## src/sv/mbe_pkg.sv

```systemverilog
// mbe_pkg: shared types and constants for the escape-time block
// no dependencies; imported by every module of the block except mbe_mul

package mbe_pkg;

   localparam int COORD_PORT_WIDTH = 32;
   localparam int COUNT_PORT_WIDTH = 16;
   localparam int CSR_INDEX_WIDTH  = 4;
   localparam int CSR_DATA_WIDTH   = 32;
   localparam int LIMIT_WIDTH      = 16;
   localparam int RADIUS_WIDTH     = 32;

   localparam logic [LIMIT_WIDTH-1:0]  ITER_LIMIT_RESET       = 16'd256;
   localparam logic [RADIUS_WIDTH-1:0] ESCAPE_RADIUS_SQ_RESET = 32'd67108864;

   typedef enum logic [CSR_INDEX_WIDTH-1:0] {
      CSR_ITER_LIMIT       = 4'd0,
      CSR_ESCAPE_RADIUS_SQ = 4'd1
   } csr_index_type;

   typedef struct packed {
      logic [LIMIT_WIDTH-1:0]  iter_limit;
      logic [RADIUS_WIDTH-1:0] escape_radius_sq;
   } cfg_type;

   typedef enum logic [2:0] {
      ST_IDLE,
      ST_MUL_XX,
      ST_MUL_YY,
      ST_MUL_XY,
      ST_TEST,
      ST_UPDATE,
      ST_DONE
   } state_type;

endpackage

```

## src/sv/mandelbrot_escape_time.sv

```systemverilog
// mandelbrot_escape_time: top level of the escape-time block
// depends on mbe_pkg, mbe_csr, mbe_core (which holds mbe_mul)

// One point is taken when start is high and busy is low; busy then stays high
// until the result strobe. All arithmetic runs through one signed multiplier
// that is used three times per iteration, and the number of z updates for an
// item is at most the configured iteration limit. The next item can be
// accepted in the cycle after the strobe. rsp_valid is high for exactly one
// cycle and the result must be captured then: there is no way to hold it off.
// Configuration writes are always accepted and should only be made while busy
// is low.

module mandelbrot_escape_time #(
   parameter int COORD_WIDTH = 32,
   parameter int COUNT_WIDTH = 16
) (
   input  logic                                 clock,
   input  logic                                 reset,
   input  logic                                 start,
   output logic                                 busy,
   input  logic signed [mbe_pkg::COORD_PORT_WIDTH-1:0] req_c_real,
   input  logic signed [mbe_pkg::COORD_PORT_WIDTH-1:0] req_c_imag,
   output logic                                 rsp_valid,
   output logic [mbe_pkg::COUNT_PORT_WIDTH-1:0] rsp_iteration_count,
   output logic                                 rsp_in_set,
   input  logic                                 csr_valid,
   output logic                                 csr_ready,
   input  logic [mbe_pkg::CSR_INDEX_WIDTH-1:0]  csr_index,
   input  logic [mbe_pkg::CSR_DATA_WIDTH-1:0]   csr_wdata
);

   import mbe_pkg::*;

   cfg_type                       cfg;
   logic signed [COORD_WIDTH-1:0] c_real;
   logic signed [COORD_WIDTH-1:0] c_imag;
   logic [COUNT_WIDTH-1:0]        count;
   logic                          core_busy;
   logic                          core_done;
   logic                          core_in_set;

   assign c_real = req_c_real[COORD_WIDTH-1:0];
   assign c_imag = req_c_imag[COORD_WIDTH-1:0];

   mbe_csr u_csr (
      .clock    (clock),
      .reset    (reset),
      .csr_valid(csr_valid),
      .csr_ready(csr_ready),
      .csr_index(csr_index),
      .csr_wdata(csr_wdata),
      .cfg      (cfg)
   );

   mbe_core #(
      .COORD_WIDTH(COORD_WIDTH),
      .COUNT_WIDTH(COUNT_WIDTH)
   ) u_core (
      .clock          (clock),
      .reset          (reset),
      .start          (start),
      .c_real         (c_real),
      .c_imag         (c_imag),
      .cfg            (cfg),
      .busy           (core_busy),
      .done           (core_done),
      .iteration_count(count),
      .in_set         (core_in_set)
   );

   assign busy                = core_busy;
   assign rsp_valid           = core_done;
   assign rsp_iteration_count = COUNT_PORT_WIDTH'(count);
   assign rsp_in_set          = core_in_set;

endmodule

```

## src/sv/mbe_mul.sv

```systemverilog
// mbe_mul: shared signed fixed-point multiplier with registered, rescaled product
// depends on mbe_pkg only by convention; no package items used

module mbe_mul #(
   parameter int COORD_WIDTH = 32
) (
   input  logic                          clock,
   input  logic signed [COORD_WIDTH-1:0] op_a,
   input  logic signed [COORD_WIDTH-1:0] op_b,
   output logic signed [COORD_WIDTH+7:0] prod_ff
);

   localparam int FRAC_BITS = COORD_WIDTH - 8;
   localparam int PROD_W    = 2 * COORD_WIDTH;

   logic signed [PROD_W-1:0] full_prod;
   logic signed [COORD_WIDTH+7:0] prod_in;

   // dropping the low bits of a signed product rounds toward minus infinity
   assign full_prod = op_a * op_b;
   assign prod_in   = full_prod[PROD_W-1:FRAC_BITS];

   always_ff @(posedge clock) begin
      prod_ff <= prod_in;
   end

endmodule

```

## src/sv/mbe_csr.sv

```systemverilog
// mbe_csr: configuration registers of the escape-time block
// depends on mbe_pkg (csr index codes, reset values, cfg_type)

module mbe_csr (
   input  logic                                clock,
   input  logic                                reset,
   input  logic                                csr_valid,
   output logic                                csr_ready,
   input  logic [mbe_pkg::CSR_INDEX_WIDTH-1:0] csr_index,
   input  logic [mbe_pkg::CSR_DATA_WIDTH-1:0]  csr_wdata,
   output mbe_pkg::cfg_type                    cfg
);

   import mbe_pkg::*;

   logic [LIMIT_WIDTH-1:0]  iter_limit_ff;
   logic [LIMIT_WIDTH-1:0]  iter_limit_in;
   logic [RADIUS_WIDTH-1:0] escape_radius_sq_ff;
   logic [RADIUS_WIDTH-1:0] escape_radius_sq_in;

   assign csr_ready = 1'b1;

   always_comb begin
      iter_limit_in       = iter_limit_ff;
      escape_radius_sq_in = escape_radius_sq_ff;
      if (csr_valid) begin
         case (csr_index)
            CSR_ITER_LIMIT: begin
               iter_limit_in = csr_wdata[LIMIT_WIDTH-1:0];
            end
            CSR_ESCAPE_RADIUS_SQ: begin
               escape_radius_sq_in = csr_wdata[RADIUS_WIDTH-1:0];
            end
            default: begin
            end
         endcase
      end
   end

   always_ff @(posedge clock) begin
      if (reset) begin
         iter_limit_ff       <= ITER_LIMIT_RESET;
         escape_radius_sq_ff <= ESCAPE_RADIUS_SQ_RESET;
      end else begin
         iter_limit_ff       <= iter_limit_in;
         escape_radius_sq_ff <= escape_radius_sq_in;
      end
   end

   assign cfg.iter_limit       = iter_limit_ff;
   assign cfg.escape_radius_sq = escape_radius_sq_ff;

endmodule

```

## src/sv/mbe_core.sv

```systemverilog
// mbe_core: sequencer and datapath for z = z*z + c around one shared multiplier
// depends on mbe_pkg (state_type, cfg_type) and mbe_mul

module mbe_core #(
   parameter int COORD_WIDTH = 32,
   parameter int COUNT_WIDTH = 16
) (
   input  logic                          clock,
   input  logic                          reset,
   input  logic                          start,
   input  logic signed [COORD_WIDTH-1:0] c_real,
   input  logic signed [COORD_WIDTH-1:0] c_imag,
   input  mbe_pkg::cfg_type              cfg,
   output logic                          busy,
   output logic                          done,
   output logic [COUNT_WIDTH-1:0]        iteration_count,
   output logic                          in_set
);

   import mbe_pkg::*;

   localparam int SQ_W  = COORD_WIDTH + 8;
   localparam int SUM_W = COORD_WIDTH + 10;
   localparam int CMP_W = (SQ_W + 1 > RADIUS_WIDTH) ? SQ_W + 1 : RADIUS_WIDTH;
   localparam logic signed [COORD_WIDTH-1:0] COORD_MAX = {1'b0, {(COORD_WIDTH-1){1'b1}}};
   localparam logic signed [COORD_WIDTH-1:0] COORD_MIN = {1'b1, {(COORD_WIDTH-1){1'b0}}};

   function automatic logic signed [COORD_WIDTH-1:0] sat_coord(
      input logic signed [SUM_W-1:0] v
   );
      logic signed [SUM_W-1:0] hi;
      logic signed [SUM_W-1:0] lo;
      hi = {{(SUM_W-COORD_WIDTH){1'b0}}, COORD_MAX};
      lo = {{(SUM_W-COORD_WIDTH){1'b1}}, COORD_MIN};
      if (v > hi) begin
         sat_coord = COORD_MAX;
      end else if (v < lo) begin
         sat_coord = COORD_MIN;
      end else begin
         sat_coord = v[COORD_WIDTH-1:0];
      end
   endfunction

   state_type state_ff;
   state_type state_in;

   logic signed [COORD_WIDTH-1:0] x_ff, x_in;
   logic signed [COORD_WIDTH-1:0] y_ff, y_in;
   logic signed [COORD_WIDTH-1:0] cr_ff, cr_in;
   logic signed [COORD_WIDTH-1:0] ci_ff, ci_in;
   logic signed [SQ_W-1:0]        xsq_ff, xsq_in;
   logic signed [SQ_W-1:0]        ysq_ff, ysq_in;
   logic signed [SQ_W-1:0]        xy_ff, xy_in;
   logic [COUNT_WIDTH-1:0]        n_ff, n_in;
   logic [COUNT_WIDTH-1:0]        count_ff, count_in;
   logic                          first_ff, first_in;

   logic signed [COORD_WIDTH-1:0] op_a;
   logic signed [COORD_WIDTH-1:0] op_b;
   logic signed [SQ_W-1:0]        prod;

   logic [COUNT_WIDTH-1:0]  limit;
   logic [SQ_W-1:0]         xsq_u;
   logic [SQ_W-1:0]         ysq_u;
   logic [CMP_W-1:0]        mag_sq;
   logic                    below;
   logic signed [SUM_W-1:0] x_sum;
   logic signed [SUM_W-1:0] y_sum;
   logic signed [SUM_W-1:0] xsq_ext;
   logic signed [SUM_W-1:0] ysq_ext;
   logic signed [SUM_W-1:0] xy_ext;
   logic signed [SUM_W-1:0] cr_ext;
   logic signed [SUM_W-1:0] ci_ext;

   mbe_mul #(
      .COORD_WIDTH(COORD_WIDTH)
   ) u_mul (
      .clock  (clock),
      .op_a   (op_a),
      .op_b   (op_b),
      .prod_ff(prod)
   );

   assign limit  = cfg.iter_limit[COUNT_WIDTH-1:0];
   assign xsq_u  = xsq_ff;
   assign ysq_u  = ysq_ff;
   assign mag_sq = CMP_W'(xsq_u) + CMP_W'(ysq_u);
   assign below  = mag_sq < CMP_W'(cfg.escape_radius_sq);

   assign xsq_ext = {{(SUM_W-SQ_W){xsq_ff[SQ_W-1]}}, xsq_ff};
   assign ysq_ext = {{(SUM_W-SQ_W){ysq_ff[SQ_W-1]}}, ysq_ff};
   assign xy_ext  = {{(SUM_W-SQ_W){xy_ff[SQ_W-1]}}, xy_ff};
   assign cr_ext  = {{(SUM_W-COORD_WIDTH){cr_ff[COORD_WIDTH-1]}}, cr_ff};
   assign ci_ext  = {{(SUM_W-COORD_WIDTH){ci_ff[COORD_WIDTH-1]}}, ci_ff};
   assign x_sum   = xsq_ext - ysq_ext + cr_ext;
   assign y_sum   = (xy_ext <<< 1) + ci_ext;

   // next state
   always_comb begin
      state_in = state_ff;
      case (state_ff)
         ST_IDLE: begin
            if (start) begin
               state_in = ST_MUL_XX;
            end
         end
         ST_MUL_XX: begin
            state_in = ST_MUL_YY;
         end
         ST_MUL_YY: begin
            state_in = ST_MUL_XY;
         end
         ST_MUL_XY: begin
            state_in = ST_TEST;
         end
         ST_TEST: begin
            if ((first_ff || below) && (n_ff != limit)) begin
               state_in = ST_UPDATE;
            end else begin
               state_in = ST_DONE;
            end
         end
         ST_UPDATE: begin
            state_in = ST_MUL_XX;
         end
         ST_DONE: begin
            state_in = ST_IDLE;
         end
         default: begin
            state_in = ST_IDLE;
         end
      endcase
   end

   // outputs and multiplier operands
   always_comb begin
      busy = (state_ff != ST_IDLE);
      done = (state_ff == ST_DONE);
      op_a = x_ff;
      op_b = x_ff;
      case (state_ff)
         ST_MUL_YY: begin
            op_a = y_ff;
            op_b = y_ff;
         end
         ST_MUL_XY: begin
            op_a = x_ff;
            op_b = y_ff;
         end
         default: begin
            op_a = x_ff;
            op_b = x_ff;
         end
      endcase
   end

   // datapath
   always_comb begin
      x_in     = x_ff;
      y_in     = y_ff;
      cr_in    = cr_ff;
      ci_in    = ci_ff;
      xsq_in   = xsq_ff;
      ysq_in   = ysq_ff;
      xy_in    = xy_ff;
      n_in     = n_ff;
      count_in = count_ff;
      first_in = first_ff;
      case (state_ff)
         ST_IDLE: begin
            if (start) begin
               x_in     = c_real;
               y_in     = c_imag;
               cr_in    = c_real;
               ci_in    = c_imag;
               n_in     = '0;
               count_in = '0;
               first_in = 1'b1;
            end
         end
         ST_MUL_YY: begin
            xsq_in = prod;
         end
         ST_MUL_XY: begin
            ysq_in = prod;
         end
         ST_TEST: begin
            xy_in = prod;
            if (!first_ff && below) begin
               count_in = count_ff + 1'b1;
            end
         end
         ST_UPDATE: begin
            x_in     = sat_coord(x_sum);
            y_in     = sat_coord(y_sum);
            n_in     = n_ff + 1'b1;
            first_in = 1'b0;
         end
         default: begin
         end
      endcase
   end

   always_ff @(posedge clock) begin
      if (reset) begin
         state_ff <= ST_IDLE;
         n_ff     <= '0;
         count_ff <= '0;
         first_ff <= 1'b1;
      end else begin
         state_ff <= state_in;
         n_ff     <= n_in;
         count_ff <= count_in;
         first_ff <= first_in;
      end
   end

   always_ff @(posedge clock) begin
      x_ff   <= x_in;
      y_ff   <= y_in;
      cr_ff  <= cr_in;
      ci_ff  <= ci_in;
      xsq_ff <= xsq_in;
      ysq_ff <= ysq_in;
      xy_ff  <= xy_in;
   end

   assign iteration_count = count_ff;
   assign in_set          = (count_ff == limit);

`ifndef SYNTHESIS
   a_start_clears: assert property (@(posedge clock) disable iff (reset)
      (start && !busy) |=> (n_ff == '0 && count_ff == '0 && first_ff))
      else $error("counters not cleared on item accept");

   a_count_le_n: assert property (@(posedge clock) disable iff (reset)
      busy |-> (count_ff <= n_ff))
      else $error("count ran ahead of iterations");

   a_n_le_limit: assert property (@(posedge clock) disable iff (reset)
      busy |-> (n_ff <= limit))
      else $error("iterations passed the limit");

   a_done_once: assert property (@(posedge clock) disable iff (reset)
      done |=> (!done && !busy))
      else $error("result strobe longer than one cycle");

   a_count_step: assert property (@(posedge clock) disable iff (reset)
      (state_ff == ST_TEST && !first_ff && below) |=> (count_ff == $past(count_ff) + 1'b1))
      else $error("count missed an iteration below threshold");
`endif

endmodule
```

## config.mk

```make
export PLATFORM = sky130hd
export DESIGN_NAME = mandelbrot_escape_time
export DESIGN_NICKNAME = d
export VERILOG_FILES = /design/src/sv/mbe_pkg.sv /design/src/sv/mandelbrot_escape_time.sv /design/src/sv/mbe_mul.sv /design/src/sv/mbe_csr.sv /design/src/sv/mbe_core.sv
export SDC_FILE = /design/constraint.sdc
export NUM_CORES = 2
export LEC_CHECK = 0
export BUFFER_PORTS_ARGS = -buffer_cell sky130_fd_sc_hd__buf_4
export CAP_MARGIN = 25
export CORE_ASPECT_RATIO = 0.6
export CORE_UTILIZATION = 55
export DETAILED_ROUTE_END_ITERATION = 7
export GPL_ROUTABILITY_DRIVEN = 0
export MAX_ROUTING_LAYER = met4
export PLACE_DENSITY = 0.7
export SLEW_MARGIN = 20
export SYNTH_ARGS = -nofsm -noshare
export SYNTH_HDL_FRONTEND = slang
export SYNTH_SLANG_ARGS = --single-unit
```

## constraint.sdc

```tcl
create_clock -name clock -period 32.7 [get_ports clock]
set_input_delay 3.27 -clock clock [delete_from_list [all_inputs] [get_ports clock]]
set_output_delay 3.27 -clock clock [all_outputs]
set_load 0.05 [all_outputs]
```

# After elaboration in Yosys (flattened, before gate mapping)
# Index checks and enable logic that the tools add are counted.
word_totals:
  register_bits: 372
  in_bits: 104
  output_inout_bits: 20
  wordCells: 71
classes:
  addsub: 6
  mul: 1
  n_lt_le_gt_ge: 5
  eq_ne: 11
  mux: 19
  n_reduce_logical: 15
ops:
  columns: ["op", "n"]
  rows:
  - ["$mux W32", 8]
  - ["$pmux W32 S2", 2]
  - ["$add A41 B32 Y42", 2]
  - ["$gt A42 B32 Y1 const B", 2]
  - ["$lt A42 B32 Y1 const B", 2]
  - ["$mul A32 B32 Y64", 1]
  - ["$pmux W16 S2", 2]
  - ["$add A40 B40 Y41", 1]
  - ["$lt A41 B32 Y1", 1]
  - ["$sub A40 B40 Y41", 1]
  - ["$add A16 B1 Y16 const B", 2]
  - ["$mux W16", 2]
  - ["$pmux W3 S6", 1]
  - ["$eq A16 B16 Y1", 1]
  - ["$ne A16 B16 Y1", 1]
  - ["$eq A3 B3 Y1 const B", 3]
  - ["$reduce_and A2 Y1", 4]
  - ["$eq A3 B2 Y1 const B", 2]
  - ["$eq A4 B1 Y1 const B", 1]
  - ["$logic_not A4 Y1", 1]
  - ["$reduce_bool A2 Y1", 2]
  - ["$eq A3 B1 Y1 const B", 1]
  - ["$logic_not A3 Y1", 1]
  - ["$mux W3", 1]
  - ["11 further kinds", 12]

# Depth between registers and ports, before layout
logic_depth:
  depth_word: 6
  depth_mapped: 35
  mapped_depth_nobuf: 31

# Cells and area by module
# Synthesis repeated with hierarchy kept, for this count alone.
hier_totals:
  cells_unflattened: 6215
  area_unflattened_um2: 59455.8
modules_own_cells:
  columns: ["mod", "instances", "cells_per_inst", "area_per_inst_um2", "seq_area_each_um2"]
  rows:
  - ["mbe_mul", 1, 3810, 36303.6, 800.8]
  - ["mbe_core", 1, 2203, 21094.0, 8167.8]
  - ["mbe_csr", 1, 202, 2058.2, 960.9]

# Worst setup path after synthesis
# No wires, ideal clock.
synth_path:
  kind: "reg2reg"
  from: "register u_core.state_ff[0]"
  to: "register u_core.u_mul.prod_ff[35]"
  setup_ns: 0.072
  arrival_time_ns: 10.251
  required_time_ns: 32.628
  setup_slack_ns: 22.377
  path_stages_with_launch: 30
  path_buffers: 4
  synth_period_minus_slack_ns: 10.323
  path_cell_list: "dfxtp_1 clkbuf_1 nor3b_1 clkbuf_1 clkbuf_1 mux2i_1 clkbuf_1 nor2_1 fa_1 fa_1 fa_1 fa_1 inv_1 fa_1 inv_1 fa_1 fa_1 fa_1 ha_1 a21o_1 nand2_1 nand2b_1 a21o_1 a21o_1 a21o_1 a21oi_1 o31ai_1 a21o_1 a311oi_1 xnor2_1"
synth_via:
  elab_chain_len: 4
synth_rtl:
  columns: ["item", "line", "source"]
  rows:
  - ["start: declaration", "mbe_core.sv:44", "state_type state_ff;"]
  - ["start signal: assignment", "mbe_core.sv:211", "state_ff <= state_in;"]
  - ["$eq A3 B2 Y1", "mbe_core.sv:141", "case (state_ff)"]
  - ["$reduce_or A2 Y1 (no source line)", null, null]
  - ["$mux W32", "mbe_core.sv:141", null]
  - ["$mul A32 B32 Y64 *", "mbe_mul.sv:20", "assign full_prod = op_a * op_b;"]
  - ["via u_core.u_mul.full_prod[59]", "mbe_mul.sv:16", "logic signed [PROD_W-1:0] full_prod;"]
  - ["end signal: assignment", "mbe_mul.sv:24", "prod_ff <= prod_in;"]
  - ["end: declaration", "mbe_mul.sv:10", "output logic signed [COORD_WIDTH+7:0] prod_ff"]
# The timed path passes the listed nets; every way through them passes the cells marked *.
# A chain may end at the register's enable or synchronous reset.

# Worst setup path in the final report
layout_path:
  from: "register u_core.state_ff[1]"
  to: "register u_core.u_mul.prod_ff[35]"
# The elaborated chain is that of the path after synthesis.

==> impl_metrics.tcl <==
set metrics [dict create \
    yosysSeqAreaShare_pct 17.2 \
    setup_tns_ns 0 \
    postSynthAreaPerCell_sq_um 9.28 \
    synth.most_common_cell "inv_1" \
    clock-sinks 372 \
    antenna_left 0 \
    start_util_pct 55.9 \
    drive_above_1_share_pct 6.14 \
    dr_total_vias 44800 \
    areaGrowthSynthToFinish_pct 6.56 \
    slew-limit-headroom_pct 26.1 \
    die_h_um 253 \
    synthCells 6219 \
    grt_max_degree 106 \
    grt_pass1_wl_um 272000 \
    post-route-period-util_pct 33.1 \
    coreArea_sq_um 103000 \
    dp_hpwl_um 143000 \
    hold_viol 0 \
    cts_tree "yes" \
    ctsHtreeMaxLevel 1 \
    synth.largest_area_cell "fa_1" \
    min_period_ns 10.81 \
    firstDrtPassIters 6 \
    worst_path_largest_cell_delay_ns 0.78 \
    yosys.area.top_type_share_pct 38.9 \
    required_ns 33.23 \
    rsz0062_at_grt "false" \
    cts_root_buf "clkbuf_16" \
    grt_pass1_vias 44200 \
    grt.overflow.total 0 \
    clock_latency_ns 0.61 \
    worst_setup_path_end_kind "flip-flop" \
    syn_nets 7820 \
    synthFlopType "edfxtp_1" \
    skew_ns 0.0266 \
    drc 0 \
    ios 124 \
    drtIter0Drc 5267 \
    path_class "reg -> reg" \
    wl_per_cell_um 23.3 \
    cts_buffers 29 \
    worst_slew_pin_slew_ns 1.09 \
    slew_violations 0 \
    num_rows 91 \
    die_w_um 420 \
    maxCapViolations 0 \
    yosys-top-cells-count "inv_1 (1250), fa_1 (1123), nand2_1 (813)" \
    clk_pin_slew_ns 0.08 \
    nets 7837 \
    yosysWarnings 0 \
    clockBufferDepth 3 \
    ys_seq_elements 372 \
    cp_max_fo 105 \
    fmax_ghz 0.0925 \
    cpMaxStageDelayCell "mux2i_2" \
    setup_violations 0 \
    postCtsSetupBuffers 0 \
    syn-cell-area_sq_um 57700 \
    critPathLaunchType "flip-flop" \
    antenna_found_initial 2 \
    dieArea_sq_um 106000 \
    post_cts_resized 0 \
    synth_edf_count 248 \
    hold_class "reg -> reg" \
    wl_um 178000 \
    crit_arrival_ns 11.34 \
    status "finished, final reports clean" \
    portBuffers 122 \
    async_flop_share_pct 0 \
    yosys.cell_types.count 87 \
    grt_use_total_pct 35.3 \
    synthTopCellsByArea "fa_1 (39%), edfxtp_1 (13%), inv_1 (8.1%), ha_1 (8.1%), nand2_1 (5.3%)" \
    avgViaCountPerCell 5.85 \
    postCtsHoldBufs 0 \
    crit_top_cell "fa_1" \
]
[cell type report]
class | instances | area (sq um)
inverters | 1252 | 4700
flip-flops and latches | 372 | 9930
well taps | 1395 | 1750
repair buffers | 221 | 1710
multi-input cells | 4360 | 42500
diodes | 4 | 10.0
fillers | 8824 | 41900
clock inverters | 17 | 136
clock buffers | 37 | 830
[kinds of logic after synthesis]
group	count (synthesis)	share of synthesized area, %
flip-flops	372	17.2
adder cells (fa/ha/maj)	1497	47.0
buffers and inverters	1487	9.69
other	1	0.00649
AO/OA/AOI/OAI	692	7.56
XOR/XNOR	179	2.72
AND/OR/NAND/NOR	1872	13.6
multiplexers	119	2.15
[path summary, 6_finish.rpt]
| check | start | end | slack (ns) | depth (start not counted) |
|---|---|---|---|---|
| setup / recovery | u_core.state_ff[1]$_SDFFE_PP0P_ | u_core.u_mul.prod_ff[35]$_DFF_P_ | 21.89 | 31 |
| setup reg to reg | u_core.state_ff[1]$_SDFFE_PP0P_ | u_core.u_mul.prod_ff[35]$_DFF_P_ | 21.89 | 31 |
| hold reg to reg | u_csr.escape_radius_sq_ff[0]$_SDFFE_PP0P_ | u_csr.escape_radius_sq_ff[0]$_SDFFE_PP0P_ | 0.45 | 2 |
| hold / removal | u_csr.escape_radius_sq_ff[0]$_SDFFE_PP0P_ | u_csr.escape_radius_sq_ff[0]$_SDFFE_PP0P_ | 0.45 | 2 |
[flip-flops by register name, summed over array words and instances, names as in the netlist]
register                   flops
u_core.u_mul.prod_ff          40
u_core.xsq_ff                 40
u_core.xy_ff                  40
u_core.ysq_ff                 40
u_core.ci_ff                  32
u_core.cr_ff                  32
u_core.x_ff                   32
u_core.y_ff                   32
u_csr.escape_radius_sq_ff     32
u_core.iteration_count        16
u_core.n_ff                   16
u_csr.iter_limit_ff           16
u_core.state_ff                3
u_core.first_ff                1
[layer usage]
metal | vias to the layer above | routed length (um) | global-route usage [%]
li1 | 19300 | - | -
met1 | 22400 | 75700 | 51.7
met2 | 2869 | 69700 | 45.9
met3 | 300 | 28800 | 14.0
met4 | 0 | 4100 | 6.38
met5 | - | 0 | -
[worst max-delay path, delay by kind of cell, from the launching register on]
kind / cells / cell delay [ns]
simple gates: 4 / 1.23
xor+xnor: 1 / 0.15
flops: 1 / 0.49
mux: 1 / 0.78
compound gates: 8 / 2.35
buf+inv: 8 / 1.21
fa+ha+maj: 9 / 4.36
[through the flow]
| stage | hold WS [ns] | std cells | utilization [%] | worst slack, ns | cell area (sq um) |
|---|---|---|---|---|---|
| after floorplan | 0.421 | 6219 | - | 22.38 | 57700 |
| after global placement | 0.434 | 7594 | 58.5 | 22.33 | 60500 |
| after detailed placement | 0.442 | 7595 | 58.5 | 22.17 | 60500 |
| after CTS | 0.458 | 7649 | 59.4 | 22.11 | 61400 |
| after global routing | 0.470 | 7657 | 59.5 | 21.67 | 61500 |
| final | 0.455 | 7658 | 59.5 | 21.89 | 61500 |
[placed cells by master, fill, tap and decap left out, types with 22 or more instances in the layout]
master	netlist	final
nand3_1	65	65
xnor2_1	135	135
and2_1	24	22
nor2b_1	36	35
edfxtp_1	248	248
and3_1	34	34
nor3_1	46	46
nand4_1	32	32
xor2_1	44	44
fa_1	1123	1123
a211oi_1	25	23
a21o_1	71	71
inv_1	1250	1249
nand2b_1	29	28
ha_1	374	374
buf_4	1	215
clkbuf_16	0	32
o21ai_0	139	139
a31oi_1	23	23
mux2i_1	80	52
nor2_1	705	704
nand2_1	813	808
mux2_2	38	38
a21oi_1	249	249
dfxtp_1	124	124
Power is left out: the tool's default activity adds up to more than one toggle a clock period on the data nets, which glitch-free logic cannot reach.
